--- src/tgr_pkg.sv ---
package tgr_pkg;

	localparam int ScreenWidthDefault  = 128;
	localparam int ScreenHeightDefault = 160;

	localparam int GlyphCols = 5;
	localparam int GlyphRows = 7;
	localparam int SpacerCol = 5;
	localparam int LastRow   = 6;
	localparam int CellStep  = 6;
	localparam int LineStep  = 8;

	localparam logic [15:0] TextColorReset = 16'hFFFF;
	localparam logic [15:0] BackColorReset = 16'h0000;

	typedef enum logic [0:0] {
		RegTextColor = 1'b0,
		RegBackColor = 1'b1
	} cfg_reg_t;

	// Column-major glyph, bit 0 of each column is the top row.
	typedef logic [GlyphCols-1:0][GlyphRows-1:0] glyph_t;

	typedef struct packed {
		glyph_t      glyph;
		logic [10:0] col;
		logic [10:0] row;
		logic [2:0]  c_last;
		logic [2:0]  r_last;
	} cmd_t;

	localparam int RomDepth = 39;
	localparam logic [5:0] IdxLetterBase = 6'd10;
	localparam logic [5:0] IdxColon      = 6'd36;
	localparam logic [5:0] IdxDash       = 6'd37;
	localparam logic [5:0] IdxDot        = 6'd38;

	localparam logic [7:0] CharZero   = 8'h30;
	localparam logic [7:0] CharNine   = 8'h39;
	localparam logic [7:0] CharUpperA = 8'h41;
	localparam logic [7:0] CharUpperZ = 8'h5A;
	localparam logic [7:0] CharLowerA = 8'h61;
	localparam logic [7:0] CharLowerZ = 8'h7A;
	localparam logic [7:0] CharColon  = 8'h3A;
	localparam logic [7:0] CharDash   = 8'h2D;
	localparam logic [7:0] CharDot    = 8'h2E;
	localparam logic [7:0] CaseOffset = 8'h20;

	localparam logic [7:0] GlyphRom [RomDepth][GlyphCols] = '{
		'{8'h3E, 8'h51, 8'h49, 8'h45, 8'h3E}, '{8'h00, 8'h42, 8'h7F, 8'h40, 8'h00},
		'{8'h42, 8'h61, 8'h51, 8'h49, 8'h46}, '{8'h21, 8'h41, 8'h45, 8'h4B, 8'h31},
		'{8'h18, 8'h14, 8'h12, 8'h7F, 8'h10}, '{8'h27, 8'h45, 8'h45, 8'h45, 8'h39},
		'{8'h3C, 8'h4A, 8'h49, 8'h49, 8'h30}, '{8'h01, 8'h71, 8'h09, 8'h05, 8'h03},
		'{8'h36, 8'h49, 8'h49, 8'h49, 8'h36}, '{8'h06, 8'h49, 8'h49, 8'h29, 8'h1E},
		'{8'h7E, 8'h11, 8'h11, 8'h11, 8'h7E}, '{8'h7F, 8'h49, 8'h49, 8'h49, 8'h36},
		'{8'h3E, 8'h41, 8'h41, 8'h41, 8'h22}, '{8'h7F, 8'h41, 8'h41, 8'h22, 8'h1C},
		'{8'h7F, 8'h49, 8'h49, 8'h49, 8'h41}, '{8'h7F, 8'h09, 8'h09, 8'h09, 8'h01},
		'{8'h3E, 8'h41, 8'h49, 8'h49, 8'h7A}, '{8'h7F, 8'h08, 8'h08, 8'h08, 8'h7F},
		'{8'h00, 8'h41, 8'h7F, 8'h41, 8'h00}, '{8'h20, 8'h40, 8'h41, 8'h3F, 8'h01},
		'{8'h7F, 8'h08, 8'h14, 8'h22, 8'h41}, '{8'h7F, 8'h40, 8'h40, 8'h40, 8'h40},
		'{8'h7F, 8'h02, 8'h0C, 8'h02, 8'h7F}, '{8'h7F, 8'h04, 8'h08, 8'h10, 8'h7F},
		'{8'h3E, 8'h41, 8'h41, 8'h41, 8'h3E}, '{8'h7F, 8'h09, 8'h09, 8'h09, 8'h06},
		'{8'h3E, 8'h41, 8'h51, 8'h21, 8'h5E}, '{8'h7F, 8'h09, 8'h19, 8'h29, 8'h46},
		'{8'h46, 8'h49, 8'h49, 8'h49, 8'h31}, '{8'h01, 8'h01, 8'h7F, 8'h01, 8'h01},
		'{8'h3F, 8'h40, 8'h40, 8'h40, 8'h3F}, '{8'h1F, 8'h20, 8'h40, 8'h20, 8'h1F},
		'{8'h7F, 8'h20, 8'h18, 8'h20, 8'h7F}, '{8'h63, 8'h14, 8'h08, 8'h14, 8'h63},
		'{8'h07, 8'h08, 8'h70, 8'h08, 8'h07}, '{8'h61, 8'h51, 8'h49, 8'h45, 8'h43},
		'{8'h00, 8'h36, 8'h36, 8'h00, 8'h00}, '{8'h08, 8'h08, 8'h08, 8'h08, 8'h08},
		'{8'h00, 8'h60, 8'h60, 8'h00, 8'h00}
	};

	// Fold lower case, map the code to a ROM row; unknown codes give a blank glyph.
	function automatic glyph_t glyph_lookup(input logic [7:0] code);
		logic [7:0] folded;
		logic [5:0] idx;
		logic       known;
		glyph_t     g;
		folded = code;
		if (code inside {[CharLowerA:CharLowerZ]}) begin
			folded = code - CaseOffset;
		end
		idx   = '0;
		known = 1'b1;
		case (folded) inside
			[CharZero:CharNine]:     idx = 6'(folded - CharZero);
			[CharUpperA:CharUpperZ]: idx = 6'(folded - CharUpperA) + IdxLetterBase;
			CharColon:               idx = IdxColon;
			CharDash:                idx = IdxDash;
			CharDot:                 idx = IdxDot;
			default:                 known = 1'b0;
		endcase
		g    = '0;
		g[0] = GlyphRom[idx][0][GlyphRows-1:0];
		g[1] = GlyphRom[idx][1][GlyphRows-1:0];
		g[2] = GlyphRom[idx][2][GlyphRows-1:0];
		g[3] = GlyphRom[idx][3][GlyphRows-1:0];
		g[4] = GlyphRom[idx][4][GlyphRows-1:0];
		if (!known) begin
			g = '0;
		end
		return g;
	endfunction

endpackage

--- src/tgr_front.sv ---
module tgr_front #(
	parameter int SCREEN_WIDTH  = tgr_pkg::ScreenWidthDefault,
	parameter int SCREEN_HEIGHT = tgr_pkg::ScreenHeightDefault
) (
	input  logic           clk,
	input  logic           arst_n,
	input  logic           push,
	input  logic           full,
	input  logic           restart,
	input  logic [9:0]     start_x,
	input  logic [9:0]     start_y,
	input  logic [7:0]     char_code,
	output logic           cmd_push,
	output tgr_pkg::cmd_t  cmd
);

	localparam logic [11:0] Width12  = 12'(SCREEN_WIDTH);
	localparam logic [11:0] Height12 = 12'(SCREEN_HEIGHT);

	logic [10:0] cursor_col_q;
	logic [10:0] cursor_row_q;
	logic        halted_q;

	logic        accept;
	logic [10:0] base_col;
	logic [10:0] base_row;
	logic        halt_eff;
	logic [11:0] col12;
	logic [11:0] row12;
	logic        visible;
	logic [11:0] avail_col;
	logic [11:0] avail_row;
	logic [10:0] next_col;
	logic        wrap;
	logic [10:0] new_col;
	logic [10:0] new_row;
	logic        halt_next;

	assign accept   = push && !full;
	assign base_col = restart ? {1'b0, start_x} : cursor_col_q;
	assign base_row = restart ? {1'b0, start_y} : cursor_row_q;
	assign halt_eff = restart ? 1'b0 : halted_q;

	assign col12     = {1'b0, base_col};
	assign row12     = {1'b0, base_row};
	assign visible   = (col12 < Width12) && (row12 < Height12);
	assign avail_col = Width12 - 12'd1 - col12;
	assign avail_row = Height12 - 12'd1 - row12;

	// Cursor step with wrap to the next text line.
	assign next_col  = base_col + 11'(tgr_pkg::CellStep);
	assign wrap      = ({1'b0, next_col} + 12'(tgr_pkg::GlyphCols)) >= Width12;
	assign new_col   = wrap ? '0 : next_col;
	assign new_row   = wrap ? base_row + 11'(tgr_pkg::LineStep) : base_row;
	assign halt_next = ({1'b0, new_row} + 12'(tgr_pkg::GlyphRows)) >= Height12;

	always_comb begin
		cmd.glyph  = tgr_pkg::glyph_lookup(char_code);
		cmd.col    = base_col;
		cmd.row    = base_row;
		cmd.c_last = (avail_col >= 12'(tgr_pkg::SpacerCol)) ? 3'(tgr_pkg::SpacerCol)
			: avail_col[2:0];
		cmd.r_last = (avail_row >= 12'(tgr_pkg::LastRow)) ? 3'(tgr_pkg::LastRow)
			: avail_row[2:0];
	end

	// Fully clipped cells still move the cursor but send no work downstream.
	assign cmd_push = accept && !halt_eff && visible;

	always_ff @(posedge clk or negedge arst_n) begin
		if (!arst_n) begin
			cursor_col_q <= '0;
			cursor_row_q <= '0;
			halted_q     <= 1'b0;
		end else if (accept && !halt_eff) begin
			cursor_col_q <= new_col;
			cursor_row_q <= new_row;
			halted_q     <= halt_next;
		end
	end

endmodule

--- src/tgr_cmd_fifo.sv ---
module tgr_cmd_fifo (
	input  logic           clk,
	input  logic           arst_n,
	input  logic           wr_en,
	input  tgr_pkg::cmd_t  wr_cmd,
	output logic           full,
	input  logic           rd_en,
	output tgr_pkg::cmd_t  head,
	output logic           head_valid
);

	localparam int Depth   = 2;
	localparam int PtrW    = $clog2(Depth);
	localparam int CountW  = $clog2(Depth + 1);

	tgr_pkg::cmd_t       mem_q [Depth];
	logic [PtrW-1:0]     wr_ptr_q;
	logic [PtrW-1:0]     rd_ptr_q;
	logic [CountW-1:0]   count_q;

	logic do_wr;
	logic do_rd;

	assign full       = (count_q == CountW'(Depth));
	assign head_valid = (count_q != '0);
	assign head       = mem_q[rd_ptr_q];
	assign do_wr      = wr_en && !full;
	assign do_rd      = rd_en && head_valid;

	always_ff @(posedge clk) begin
		if (do_wr) begin
			mem_q[wr_ptr_q] <= wr_cmd;
		end
	end

	always_ff @(posedge clk or negedge arst_n) begin
		if (!arst_n) begin
			wr_ptr_q <= '0;
			rd_ptr_q <= '0;
			count_q  <= '0;
		end else begin
			if (do_wr) begin
				wr_ptr_q <= wr_ptr_q + PtrW'(1);
			end
			if (do_rd) begin
				rd_ptr_q <= rd_ptr_q + PtrW'(1);
			end
			if (do_wr && !do_rd) begin
				count_q <= count_q + CountW'(1);
			end else if (do_rd && !do_wr) begin
				count_q <= count_q - CountW'(1);
			end
		end
	end

endmodule

--- src/tgr_back.sv ---
module tgr_back (
	input  logic           clk,
	input  logic           arst_n,
	input  logic           cfg_we,
	input  logic [0:0]     cfg_index,
	input  logic [15:0]    cfg_data,
	input  tgr_pkg::cmd_t  head,
	input  logic           head_valid,
	output logic           head_pop,
	output logic           empty,
	input  logic           pop,
	output logic [9:0]     pixel_x,
	output logic [9:0]     pixel_y,
	output logic [15:0]    pixel_color,
	output logic           last_pixel
);

	logic [15:0] text_color_q;
	logic [15:0] back_color_q;
	logic [2:0]  c_q;
	logic [2:0]  r_q;
	logic        out_valid_q;

	logic                        adv;
	logic                        emit;
	logic                        is_last;
	logic [tgr_pkg::GlyphRows-1:0] col_bits;
	logic                        pix_on;
	logic [10:0]                 sum_x;
	logic [10:0]                 sum_y;

	assign adv      = !out_valid_q || pop;
	assign emit     = adv && head_valid;
	assign is_last  = (c_q == head.c_last) && (r_q == head.r_last);
	assign head_pop = emit && is_last;
	assign empty    = !out_valid_q;

	assign col_bits = (c_q == 3'(tgr_pkg::SpacerCol)) ? '0 : head.glyph[c_q];
	assign pix_on   = col_bits[r_q];
	assign sum_x    = head.col + {8'b0, c_q};
	assign sum_y    = head.row + {8'b0, r_q};

	always_ff @(posedge clk or negedge arst_n) begin
		if (!arst_n) begin
			text_color_q <= tgr_pkg::TextColorReset;
			back_color_q <= tgr_pkg::BackColorReset;
		end else if (cfg_we) begin
			case (tgr_pkg::cfg_reg_t'(cfg_index))
				tgr_pkg::RegTextColor: text_color_q <= cfg_data;
				tgr_pkg::RegBackColor: back_color_q <= cfg_data;
				default: ;
			endcase
		end
	end

	// Walk the visible part of the cell, rows inside columns.
	always_ff @(posedge clk or negedge arst_n) begin
		if (!arst_n) begin
			c_q         <= '0;
			r_q         <= '0;
			out_valid_q <= 1'b0;
		end else begin
			if (adv) begin
				out_valid_q <= head_valid;
			end
			if (emit) begin
				if (is_last) begin
					c_q <= '0;
					r_q <= '0;
				end else if (r_q == head.r_last) begin
					c_q <= c_q + 3'd1;
					r_q <= '0;
				end else begin
					r_q <= r_q + 3'd1;
				end
			end
		end
	end

	always_ff @(posedge clk) begin
		if (emit) begin
			pixel_x     <= sum_x[9:0];
			pixel_y     <= sum_y[9:0];
			pixel_color <= pix_on ? text_color_q : back_color_q;
			last_pixel  <= is_last;
		end
	end

endmodule

--- src/text_glyph_renderer_unit.sv ---
// Channel   Handshake              Payload
// input     push / full            restart, start_x, start_y, char_code
// result    empty / pop            pixel_x, pixel_y, pixel_color, last_pixel
// config    cfg_we                 cfg_index, cfg_data
//
// The pixel walker emits one pixel per cycle unless the result is stalled: a character
// yields each visible pixel of its 6x7 cell, 42 at most, none when fully clipped or halted.
// On an idle block a character is first written to the command queue, then its first
// pixel is registered onto the result ports, where it can transfer.
// A two-entry command queue lets the front take characters while pixels drain.
// Reset clears cursor, halt flag, queue and output valid, and restores colors.
module text_glyph_renderer_unit #(
	parameter int SCREEN_WIDTH  = tgr_pkg::ScreenWidthDefault,
	parameter int SCREEN_HEIGHT = tgr_pkg::ScreenHeightDefault
) (
	input  logic        clk,
	input  logic        arst_n,
	input  logic        push,
	output logic        full,
	input  logic        restart,
	input  logic [9:0]  start_x,
	input  logic [9:0]  start_y,
	input  logic [7:0]  char_code,
	output logic        empty,
	input  logic        pop,
	output logic [9:0]  pixel_x,
	output logic [9:0]  pixel_y,
	output logic [15:0] pixel_color,
	output logic        last_pixel,
	input  logic        cfg_we,
	input  logic [0:0]  cfg_index,
	input  logic [15:0] cfg_data
);

	tgr_pkg::cmd_t front_cmd;
	tgr_pkg::cmd_t head_cmd;
	logic          front_push;
	logic          head_valid;
	logic          head_pop;

	tgr_front #(
		.SCREEN_WIDTH (SCREEN_WIDTH),
		.SCREEN_HEIGHT(SCREEN_HEIGHT)
	) u_front (
		.clk      (clk),
		.arst_n   (arst_n),
		.push     (push),
		.full     (full),
		.restart  (restart),
		.start_x  (start_x),
		.start_y  (start_y),
		.char_code(char_code),
		.cmd_push (front_push),
		.cmd      (front_cmd)
	);

	tgr_cmd_fifo u_fifo (
		.clk       (clk),
		.arst_n    (arst_n),
		.wr_en     (front_push),
		.wr_cmd    (front_cmd),
		.full      (full),
		.rd_en     (head_pop),
		.head      (head_cmd),
		.head_valid(head_valid)
	);

	tgr_back u_back (
		.clk        (clk),
		.arst_n     (arst_n),
		.cfg_we     (cfg_we),
		.cfg_index  (cfg_index),
		.cfg_data   (cfg_data),
		.head       (head_cmd),
		.head_valid (head_valid),
		.head_pop   (head_pop),
		.empty      (empty),
		.pop        (pop),
		.pixel_x    (pixel_x),
		.pixel_y    (pixel_y),
		.pixel_color(pixel_color),
		.last_pixel (last_pixel)
	);

endmodule

--- config.mk ---
export PLATFORM = sky130hd
export DESIGN_NAME = text_glyph_renderer_unit
export DESIGN_NICKNAME = d
export VERILOG_FILES = /design/src/tgr_pkg.sv /design/src/tgr_front.sv /design/src/tgr_cmd_fifo.sv /design/src/tgr_back.sv /design/src/text_glyph_renderer_unit.sv
export SDC_FILE = /design/constraint.sdc
export NUM_CORES = 1
export LEC_CHECK = 0
export ABC_CLOCK_PERIOD_IN_PS = 9500
export BUFFER_PORTS_ARGS = -buffer_cell sky130_fd_sc_hd__buf_2
export CAP_MARGIN = 10
export CORE_ASPECT_RATIO = 0.5
export CORE_MARGIN = 10
export CORE_UTILIZATION = 55
export DETAILED_ROUTE_END_ITERATION = 10
export PLACE_DENSITY = 0.76
export SYNTH_ARGS = -nofsm -noshare
export SYNTH_HDL_FRONTEND = slang
export SYNTH_SLANG_ARGS = --single-unit
--- constraint.sdc ---
create_clock -name clk -period 9.5 [get_ports clk]
set_input_delay 0.95 -clock clk [delete_from_list [all_inputs] [get_ports clk]]
set_output_delay 0.95 -clock clk [all_outputs]
set_load 0.05 [all_outputs]
==> summary.txt, run 1 <==
Hold path
  – Worst hold path class: flip-flop to flip-flop
  – Hold path cells: 2

Clock tree
  – CTS tree: yes
  – Worst-path clk slew: 0.07 ns
  – Skew-Pair Late Insertion Delay: 0.52 ns
  – CTS Sinks: 225
  – # H-tree levels: 1
  – Root buffer cell: clkbuf_16
  – Clock Tree Buf Depth: 3
  – PostCTS Resize Cnt: 0
  – CTS Hold Bufs: 0
  – Post-CTS setup buffer count: 0
  – CTS buffer count: 22

Worst setup path
  – Slowest stage delay, CP: 0.63 ns
  – Crit Reg-Reg Startpoint: u_fifo.rd_ptr_q
  – FF-to-FF path depth: 6
  – CP Capture Type: flip-flop
  – Worst Path Class, Setup: input pin to flip-flop
  – Reg2Reg Capture Point: u_back.pixel_color[7]
  – Reg-to-reg slack, setup: 5.72 ns
  – Worst EP arrival: 5.49 ns
  – Critical path capture point: u_fifo.mem_q[0][28]
  – WP data required: 9.72 ns
  – Worst Path Max Fanout: 13
  – CP dominant cell by count: ha_1
  – Crit-path slowest cell: o31ai_1
  – Crit path launch: char_code[0]
  – Cell Chain, Critical Path: buf_2, inv_1, ha_1, nor4b_1, a22oi_1, nand2_1, ha_1, or4_1, nor3_2, a31oi_1, a21oi_1, a2bb2oi_4, inv_4, ha_1, o31ai_1, o21ai_0, o22a_1
  – Worst setup SP type: input pin

Place
  – RD Place Congestion: 0.945
  – DP HPWL: 20.7 mm
  – Input/output buffers: 89
  – Pre-CTS setup slack: 3.82 ns

Detailed routing
  – Vias per cell: 6.11
  – DRT iter0 DRCs: 848
  – Initial DRT Pass Iterations: 5
  – Final ANT Viol Nets: 0
  – WL/cell: 21.0 um
  – DRC errors left: 0
  – Drt total wl: 30.2 mm
  – Via count: 8,776

Cells and area
  – # fillers: 1,653
  – Number of diodes: 0
  – Most frequent cells in the layout: edfxtp_1, buf_2, nand2_1, nor2_1, a21oi_1
  – Most common cell after layout, fill and taps aside: edfxtp_1
  – Footprint of the multi-input gates: 5510 sq um
  – Layout cells sized above 1: 22.5%
  – Area delta synth->final: 11.3%
  – Register Area: 6450 sq um
  – Fin nets: 1,216

Floorplan
  – DIE WIDTH: 233 um
  – Core area: 21,900 sq um
  – Initial Util: 56.7%
  – Die ar.: 29,400 sq um
  – Chip height: 126 um
  – IO Count: 90
  – Row cnt: 38

Global route
  – Gr usage total: 20.1%
  – Vias in the first global route: 8,734
  – Global-route wire length before repair: 48.4 mm
  – Initial antenna violation count: 0
  – Gr ovfl total: 0
  – Largest net degree at the start of global routing: 67

STA
  – F_max: 0.190 GHz
  – Worst slew pin tran: 0.890 ns
  – Final Hold Viols: 0
  – Slew Viols, Final: 0
  – Setup TNS: 0 ns
  – Final Critical Period: 5.27 ns
  – Hold_ws: 0.478 ns
  – RSZ-0062 raised after global routing: false
  – Worst setup margin: 4.23 ns
  – Worst slew margin: 40.7%
  – Clk_skew: 0.0256 ns
  – Final setup fails: 0
  – Final worst-path cycle share: 55.5%

Logic synthesis
  – Cell count after synthesis: 1,056
  – Post-synth EDFFs: 159
  – Post-Syn Area: 12,400 sq um
  – Area share of the largest cell type after synthesis: 38.4%
  – Most used DFF post-synth: edfxtp_1
  – Seq cells post-synth: 225
  – Yosys warning count: 0
  – Largest cells by area after synthesis: edfxtp_1, dfrtp_1, mux2_2
  – Post-synth top area cell: edfxtp_1
  – Synth cell types: 94
  – Sequential fraction of the synthesis area: 51.9%
  – Syn Nets: 1,152
  – Post-synthesis average cell area: 11.8 sq um
  – Ys async rst share: 29.3%

Power and ir drop
  – Max rail drop VDD: 0.232 mV
  – Static leakage: 0.00529 uW
  – Pwr dens: 264 nW/um^2

Run
  – Maximum capacitance violations: 0

Outcome
  – Outcome: finished, final reports clean
## critical path: cells and delay by family
kind	cells	cell delay, ns
compound gates	7	2.31
fa+ha+maj	3	0.93
simple gates	4	0.82
buf+inv	3	0.44
## sequential cells by signal, indices dropped and copies added, names as in the netlist, 2 cells and up
name,count
u_back.pixel_x,10
u_back.text_color_q,16
u_back.pixel_y,10
u_back.pixel_color,16
u_back.r_q,3
u_front.cursor_col_q,11
u_fifo.mem_q,122
u_back.back_color_q,16
u_back.c_q,3
u_front.cursor_row_q,11
u_fifo.count_q,2
## final cells by class
| class | instances | area share, % |
|---|---|---|
| clock buffer | 31 | 4.52 |
| clock inverter | 9 | 0.996 |
| inverter | 47 | 1.29 |
| multi-input combinational | 721 | 39.9 |
| sequential | 225 | 46.6 |
| tap | 300 | 2.72 |
| timing repair buffer | 103 | 3.98 |
## per-stage QoR
| step | utilization (%) | cell area (sq um) | total power, uW | std cells |
|---|---|---|---|---|
| global placement | 59.6 | 13100 | 2730 | 1396 |
| CTS | 63.1 | 13800 | 3670 | 1436 |
| floorplan | - | 12400 | 2430 | 1056 |
| finish | 63.1 | 13800 | 3650 | 1436 |
| global route | 63.1 | 13800 | 3830 | 1436 |
| detailed placement | 59.6 | 13100 | 2760 | 1396 |
## report_power, final
group	switching, uW	internal [uW]	total (uW)
Clock	364	543	907
Sequential	101	1290	1390
Combinational	893	454	1350
## routing by layer
metal | vias up | GRT usage (%) | part of all wire (%)
met5 | - | 0 | 0
met4 | 0 | 6.26 | 2.7
met3 | 63 | 2.96 | 5.4
met2 | 314 | 33.4 | 48
met1 | 4304 | 26.8 | 44
li1 | 4095 | - | -
## how the worst min path moves through the flow
stage / startpoint / end / slack (ns)
after CTS: u_front.cursor_col_q[6] / u_front.cursor_col_q[6] / 0.48
after floorplan: u_front.cursor_row_q[3] / u_front.cursor_row_q[3] / 0.45
final: u_front.cursor_col_q[6] / u_front.cursor_col_q[6] / 0.48
after detailed placement: u_front.cursor_col_q[6] / u_front.cursor_col_q[6] / 0.46
after global placement: u_front.cursor_row_q[3] / u_front.cursor_row_q[3] / 0.46
after global routing: u_front.cursor_col_q[6] / u_front.cursor_col_q[6] / 0.50
## cells by family after synthesis
group | Yosys count | synth area share (%)
fa+ha+maj | 45 | 4.65
flops | 225 | 51.9
buf+inv | 110 | 3.87
mux | 118 | 12.0
xor+xnor | 40 | 2.82
compound gates | 246 | 13.7
simple gates | 272 | 11.2
## Yosys cell counts, types with 15 or more instances
library cell	instances
dfstp_2	16
nor2_1	62
buf_2	22
o21ai_0	40
inv_1	43
xnor2_1	26
nand3_1	25
mux2i_1	36
nand2_1	75
mux2_2	54
mux4_2	18
a21oi_1	61
ha_1	43
nor3_1	15
nor2b_1	17
edfxtp_1	159
clkbuf_1	29
dfrtp_1	50
No activity file was read; power rests on OpenSTA's default activity.
==> run 2, diff against run 1 <==
--- a/config.mk
+++ b/config.mk
@@ -5,14 +5,14 @@
 export SDC_FILE = /design/constraint.sdc
 export NUM_CORES = 1
 export LEC_CHECK = 0
-export ABC_CLOCK_PERIOD_IN_PS = 9500
+export ABC_CLOCK_PERIOD_IN_PS = 4300
 export BUFFER_PORTS_ARGS = -buffer_cell sky130_fd_sc_hd__buf_2
 export CAP_MARGIN = 10
 export CORE_ASPECT_RATIO = 0.5
 export CORE_MARGIN = 10
 export CORE_UTILIZATION = 55
 export DETAILED_ROUTE_END_ITERATION = 10
-export PLACE_DENSITY = 0.76
+export PLACE_DENSITY = 0.79
 export SYNTH_ARGS = -nofsm -noshare
 export SYNTH_HDL_FRONTEND = slang
 export SYNTH_SLANG_ARGS = --single-unit
==> constraint.sdc (replaced) <==
create_clock -name clk -period 4.3 [get_ports clk]
set_input_delay 0.43 -clock clk [delete_from_list [all_inputs] [get_ports clk]]
set_output_delay 0.43 -clock clk [all_outputs]
set_load 0.05 [all_outputs]
==> summary.txt, run 2 (synthesis results as in run 1) <==
Floorplan
  – Initial Util: 56.7%
  – IO Count: 90
  – DIE WIDTH: 233 um
  – Die ar.: 29,400 sq um
  – Chip height: 126 um
  – Row cnt: 38
  – Core area: 21,900 sq um

Clock tree
  – Post-CTS setup buffer count: 0
  – Clock Tree Buf Depth: 3
  – # H-tree levels: 1
  – CTS Hold Bufs: 0
  – Worst-path clk slew: 0.06 ns
  – Skew-Pair Late Insertion Delay: 0.50 ns
  – CTS buffer count: 22
  – CTS Sinks: 225
  – CTS tree: yes
  – Root buffer cell: clkbuf_16

STA
  – Final worst-path cycle share: 91.1%
  – Setup TNS: 0 ns
  – Final Critical Period: 3.92 ns
  – Worst setup margin: 0.381 ns
  – Hold_ws: 0.0846 ns
  – Final setup fails: 0
  – Worst slew pin tran: 0.969 ns
  – Worst slew margin: 35.4%
  – RSZ-0062 raised after global routing: false
  – Final Hold Viols: 0
  – Clk_skew: 0.0145 ns
  – F_max: 0.255 GHz
  – Slew Viols, Final: 0

Global route
  – Gr usage total: 22.6%
  – Gr ovfl total: 0
  – Vias in the first global route: 9,477
  – Global-route wire length before repair: 53.1 mm
  – Largest net degree at the start of global routing: 45
  – Initial antenna violation count: 0

Detailed routing
  – DRT iter0 DRCs: 801
  – Initial DRT Pass Iterations: 5
  – Drt total wl: 34.0 mm
  – Vias per cell: 6.13
  – WL/cell: 22.1 um
  – Final ANT Viol Nets: 0
  – Via count: 9,418
  – DRC errors left: 0

Power and ir drop
  – Power, Total: 8130 uW
  – Static leakage: 0.00577 uW
  – Pwr dens: 557 nW/um^2
  – Max rail drop VDD: 0.563 mV

Worst setup path
  – Crit-path slowest cell: nor2_1
  – Worst Path Max Fanout: 10
  – Cell Chain, Critical Path: buf_2, inv_1, ha_1, nor4b_1, a22oi_1, nand2_1, buf_4, inv_1, ha_1, inv_1, o21ai_0, nand2_1, nor3_2, buf_4, o211a_2, inv_2, buf_4, nor2_1, a22o_1, o21ai_0, a21oi_1
  – Worst setup SP type: input pin
  – CP Capture Type: flip-flop
  – Reg-to-reg slack, setup: 0.80 ns
  – Worst EP arrival: 4.20 ns
  – Slowest stage delay, CP: 0.38 ns
  – Worst Path Class, Setup: input pin to flip-flop
  – WP data required: 4.58 ns

Cells and area
  – Number of diodes: 0
  – # fillers: 1,608
  – Largest register FFs: 122
  – Register Area: 6450 sq um
  – Most flops, register: u_fifo.mem_q
  – Fin nets: 1,316
  – Layout cells sized above 1: 28.5%
  – Most common cell after layout, fill and taps aside: edfxtp_1
  – Area delta synth->final: 17.5%
  – Most frequent cells in the layout: edfxtp_1, buf_4, buf_2, nand2_1, nor2_1
  – Footprint of the multi-input gates: 5510 sq um

Place
  – DP HPWL: 25.2 mm
  – Pre-CTS setup slack: -0.119 ns
  – Input/output buffers: 89
  – RD Place Congestion: 0.943

Hold path
  – Worst hold path class: input pin to async pin

Outcome
  – Outcome: finished, final reports clean

Run
  – Maximum capacitance violations: 0
-- run 2: per-layer routing --
| metal | track usage [%] | wire (um) | vias to the layer above |
|---|---|---|---|
| met4 | 6.57 | 769 | 0 |
| met1 | 29.0 | 14400 | 4716 |
| li1 | - | - | 4301 |
| met5 | 0 | 0 | - |
| met3 | 3.20 | 1830 | 55 |
| met2 | 39.1 | 17000 | 346 |
-- run 2: path summary, 6_finish.rpt --
kind | startpoint | end | depth (start not counted)
min reg2reg | u_front.cursor_row_q[0] | u_front.cursor_row_q[0] | 2
max in group asynchronous | arst_n | u_back.text_color_q[13] | 2
min in group clk | cfg_data[1] | u_back.back_color_q[1] | 2
max reg2reg | u_fifo.rd_ptr_q | u_back.pixel_color[6] | 10
min | arst_n | u_back.back_color_q[12] | 1
max | char_code[0] | u_fifo.mem_q[1][55] | 21
-- run 2: critical path, delay by kind of cell --
kind | cells | cell delay (ns)
AO/OA/AOI/OAI | 6 | 1.39
AND/OR/NAND/NOR | 5 | 1.09
buffers and inverters | 8 | 0.93
adder cells (fa/ha/maj) | 2 | 0.36
-- run 2: cell type report --
type,instances,share of cell area (%)
Clock inverter,9,0.703
Clock buffer,31,4.22
Multi-Input combinational cell,721,37.8
Sequential cell,225,44.2
Tap cell,300,2.57
Inverter,47,1.23
Timing Repair Buffer,203,9.35
-- run 2: power by group --
| part | internal, uW | switching [uW] | total (uW) |
|---|---|---|---|
| Sequential | 2860 | 283 | 3140 |
| Combinational | 1100 | 1990 | 3090 |
| Clock | 1120 | 774 | 1900 |
| Total | 5080 | 3050 | 8130 |
-- run 2: what timing repair did --
action | CTS | global route
gates resized for setup | 0 | 1
endpoints found under the hold margin | 0 | 0
endpoints found under the setup margin | 0 | 2
-- run 2: stage by stage --
step	cell area, sq um	util (%)	instances
after CTS	14600	66.6	1536
final	14600	66.6	1536
after detailed placement	13900	63.3	1496
after floorplan	12400	-	1056
after global placement	13900	63.3	1496
after global routing	14600	66.6	1536
==> run 3, diff against run 2 <==
--- a/config.mk
+++ b/config.mk
@@ -13,6 +13,7 @@
 export CORE_UTILIZATION = 55
 export DETAILED_ROUTE_END_ITERATION = 10
 export PLACE_DENSITY = 0.79
+export REMOVE_ABC_BUFFERS = 1
 export SYNTH_ARGS = -nofsm -noshare
 export SYNTH_HDL_FRONTEND = slang
 export SYNTH_SLANG_ARGS = --single-unit
==> summary.txt, run 3 (synthesis results as in run 1) <==
Outcome
  – Outcome: finished, final reports clean

Worst setup path
  – Worst Path Max Fanout: 40
  – Worst Path Class, Setup: input pin to flip-flop
  – WP buf/inv: 3
  – WP data required: 4.55 ns
  – Slowest stage delay, CP: 0.42 ns
  – Worst setup SP type: input pin
  – CP Capture Type: flip-flop
  – CP dominant cell by count: ha_1
  – Crit-path slowest cell: or4_1
  – Worst EP arrival: 4.23 ns
  – CP delay by family, top: simple AND/OR/NAND/NOR gates
  – Cell Chain, Critical Path: buf_2, ha_1, nor3b_2, or3_1, nand2_1, ha_1, or4_1, nor3_2, a31oi_1, buf_4, or3_1, o211a_2, buf_12, ha_1, a21oi_2, a21oi_1, a21oi_1

Place
  – Placed instance count: 1,471
  – Input/output buffers: 89
  – RD Place Congestion: 0.964
  – Dpl cell area: 13,700 sq um
  – DP HPWL: 24.0 mm

STA
  – Setup TNS: 0 ns
  – Final worst-path cycle share: 92.4%
  – Clk_skew: 0.0107 ns
  – Worst slew margin: 35.3%
  – Final Hold Viols: 0
  – F_max: 0.252 GHz
  – RSZ-0062 raised after global routing: false
  – Worst slew pin tran: 0.970 ns
  – Final setup fails: 0
  – Final Critical Period: 3.97 ns
  – Slew Viols, Final: 0

Cells and area
  – Register Area: 6450 sq um
  – Final instance area: 14,300 sq um
  – Area delta synth->final: 15.4%
  – # fillers: 1,633
  – Number of diodes: 0
  – Largest register FFs: 122
  – Footprint of the multi-input gates: 5520 sq um
  – Fin nets: 1,290
  – Most frequent cells in the layout: edfxtp_1, buf_2, buf_4, nand2_1, nor2_1
  – Most common cell after layout, fill and taps aside: edfxtp_1
  – Layout cells sized above 1: 27.0%
  – Most flops, register: u_fifo.mem_q
  – Non-Filler Instances: 1,508

Global route
  – Gr usage total: 22.0%
  – Gr ovfl total: 0
  – Largest net degree at the start of global routing: 55
  – Vias in the first global route: 9,285
  – Global-route wire length before repair: 52.3 mm
  – Initial antenna violation count: 0

Floorplan
  – Row cnt: 38
  – Chip height: 126 um
  – Die ar.: 29,400 sq um
  – IO Count: 90
  – DIE WIDTH: 233 um
  – Core area: 21,900 sq um
  – Initial Util: 56.7%

Detailed routing
  – Final ANT Viol Nets: 0
  – Initial DRT Pass Iterations: 7
  – Drt total wl: 32.9 mm
  – DRT iter0 DRCs: 859
  – Vias per cell: 6.14
  – DRC errors left: 0
  – Via count: 9,257
  – WL/cell: 21.8 um

Clock tree
  – CTS Sinks: 225
  – # H-tree levels: 1
  – CTS tree: yes
  – Post-CTS setup buffer count: 0
  – Root buffer cell: clkbuf_16
  – Clock Tree Buf Depth: 3
  – Worst-path clk slew: 0.06 ns
  – Skew-Pair Late Insertion Delay: 0.49 ns
  – CTS buffer count: 21

Power and ir drop
  – Power, Total: 7960 uW
  – Pwr dens: 555 nW/um^2
  – Static leakage: 0.00562 uW
  – Max rail drop VDD: 0.522 mV

Hold path
  – Worst hold path class: input pin to async pin

Run
  – Maximum capacitance violations: 0
## run 3: routing by layer
metal / global-route usage [%] / routed length (um)
met5: 0 / 0
met4: 5.35 / 722
met3: 3.07 / 2180
met2: 37.5 / 16100
met1: 29.2 / 13800
## run 3: worst register-to-register path: stages, from the launching register on
cell and delay, ns:
dfrtp_1 0.43, mux2_2 0.33, inv_1 0.12, ha_1 0.30, nand4bb_1 0.20, a21o_1 0.15, nand3_1 0.11, o31a_1 0.29
o22ai_1 0.48, buf_4 0.27, nand3_1 0.11, xnor2_1 0.19, o21ai_0 0.15, a41oi_1 0.23
## run 3: area by class of cell
cell class | instances | share of cell area [%]
repair buffers | 178 | 8.20
clock buffers | 25 | 3.84
flip-flops and latches | 225 | 44.9
clock inverters | 12 | 0.689
well taps | 300 | 2.62
multi-input cells | 721 | 38.5
inverters | 47 | 1.25
## run 3: timing repair
item,CTS,global route
setup endpoints to repair,0,4
resized for setup,0,2
hold buffers,0,0
## run 3: stage by stage
step / setup WS, ns / utilization, % / hold slack, ns
floorplan: -0.878 / - / 0.134
global placement: -0.148 / 62.4 / 0.460
detailed placement: -0.196 / 62.4 / 0.471
CTS: 0.306 / 65.4 / 0.129
global route: 0.128 / 65.4 / 0.150
finish: 0.325 / 65.4 / 0.0873
## run 3: final timing paths
check                                     endpoint  cells after the start                     from  slack [ns]
hold / removal             u_back.back_color_q[12]                      1                   arst_n        0.09
min in group clk            u_back.back_color_q[2]                      2              cfg_data[2]        0.18
hold reg to reg            u_front.cursor_row_q[9]                      2  u_front.cursor_row_q[9]        0.48
setup / recovery               u_fifo.mem_q[1][57]                     17             char_code[6]        0.33
max in group asynchronous  u_back.text_color_q[10]                      2                   arst_n        3.23
setup reg to reg                  u_front.halted_q                     13  u_front.cursor_col_q[1]        0.84
## run 3: report_power, final
part	total, uW	switching (uW)	internal, uW
sequential	3140	288	2860
clock	1750	767	981
combinational	3070	1970	1100
total	7960	3030	4930
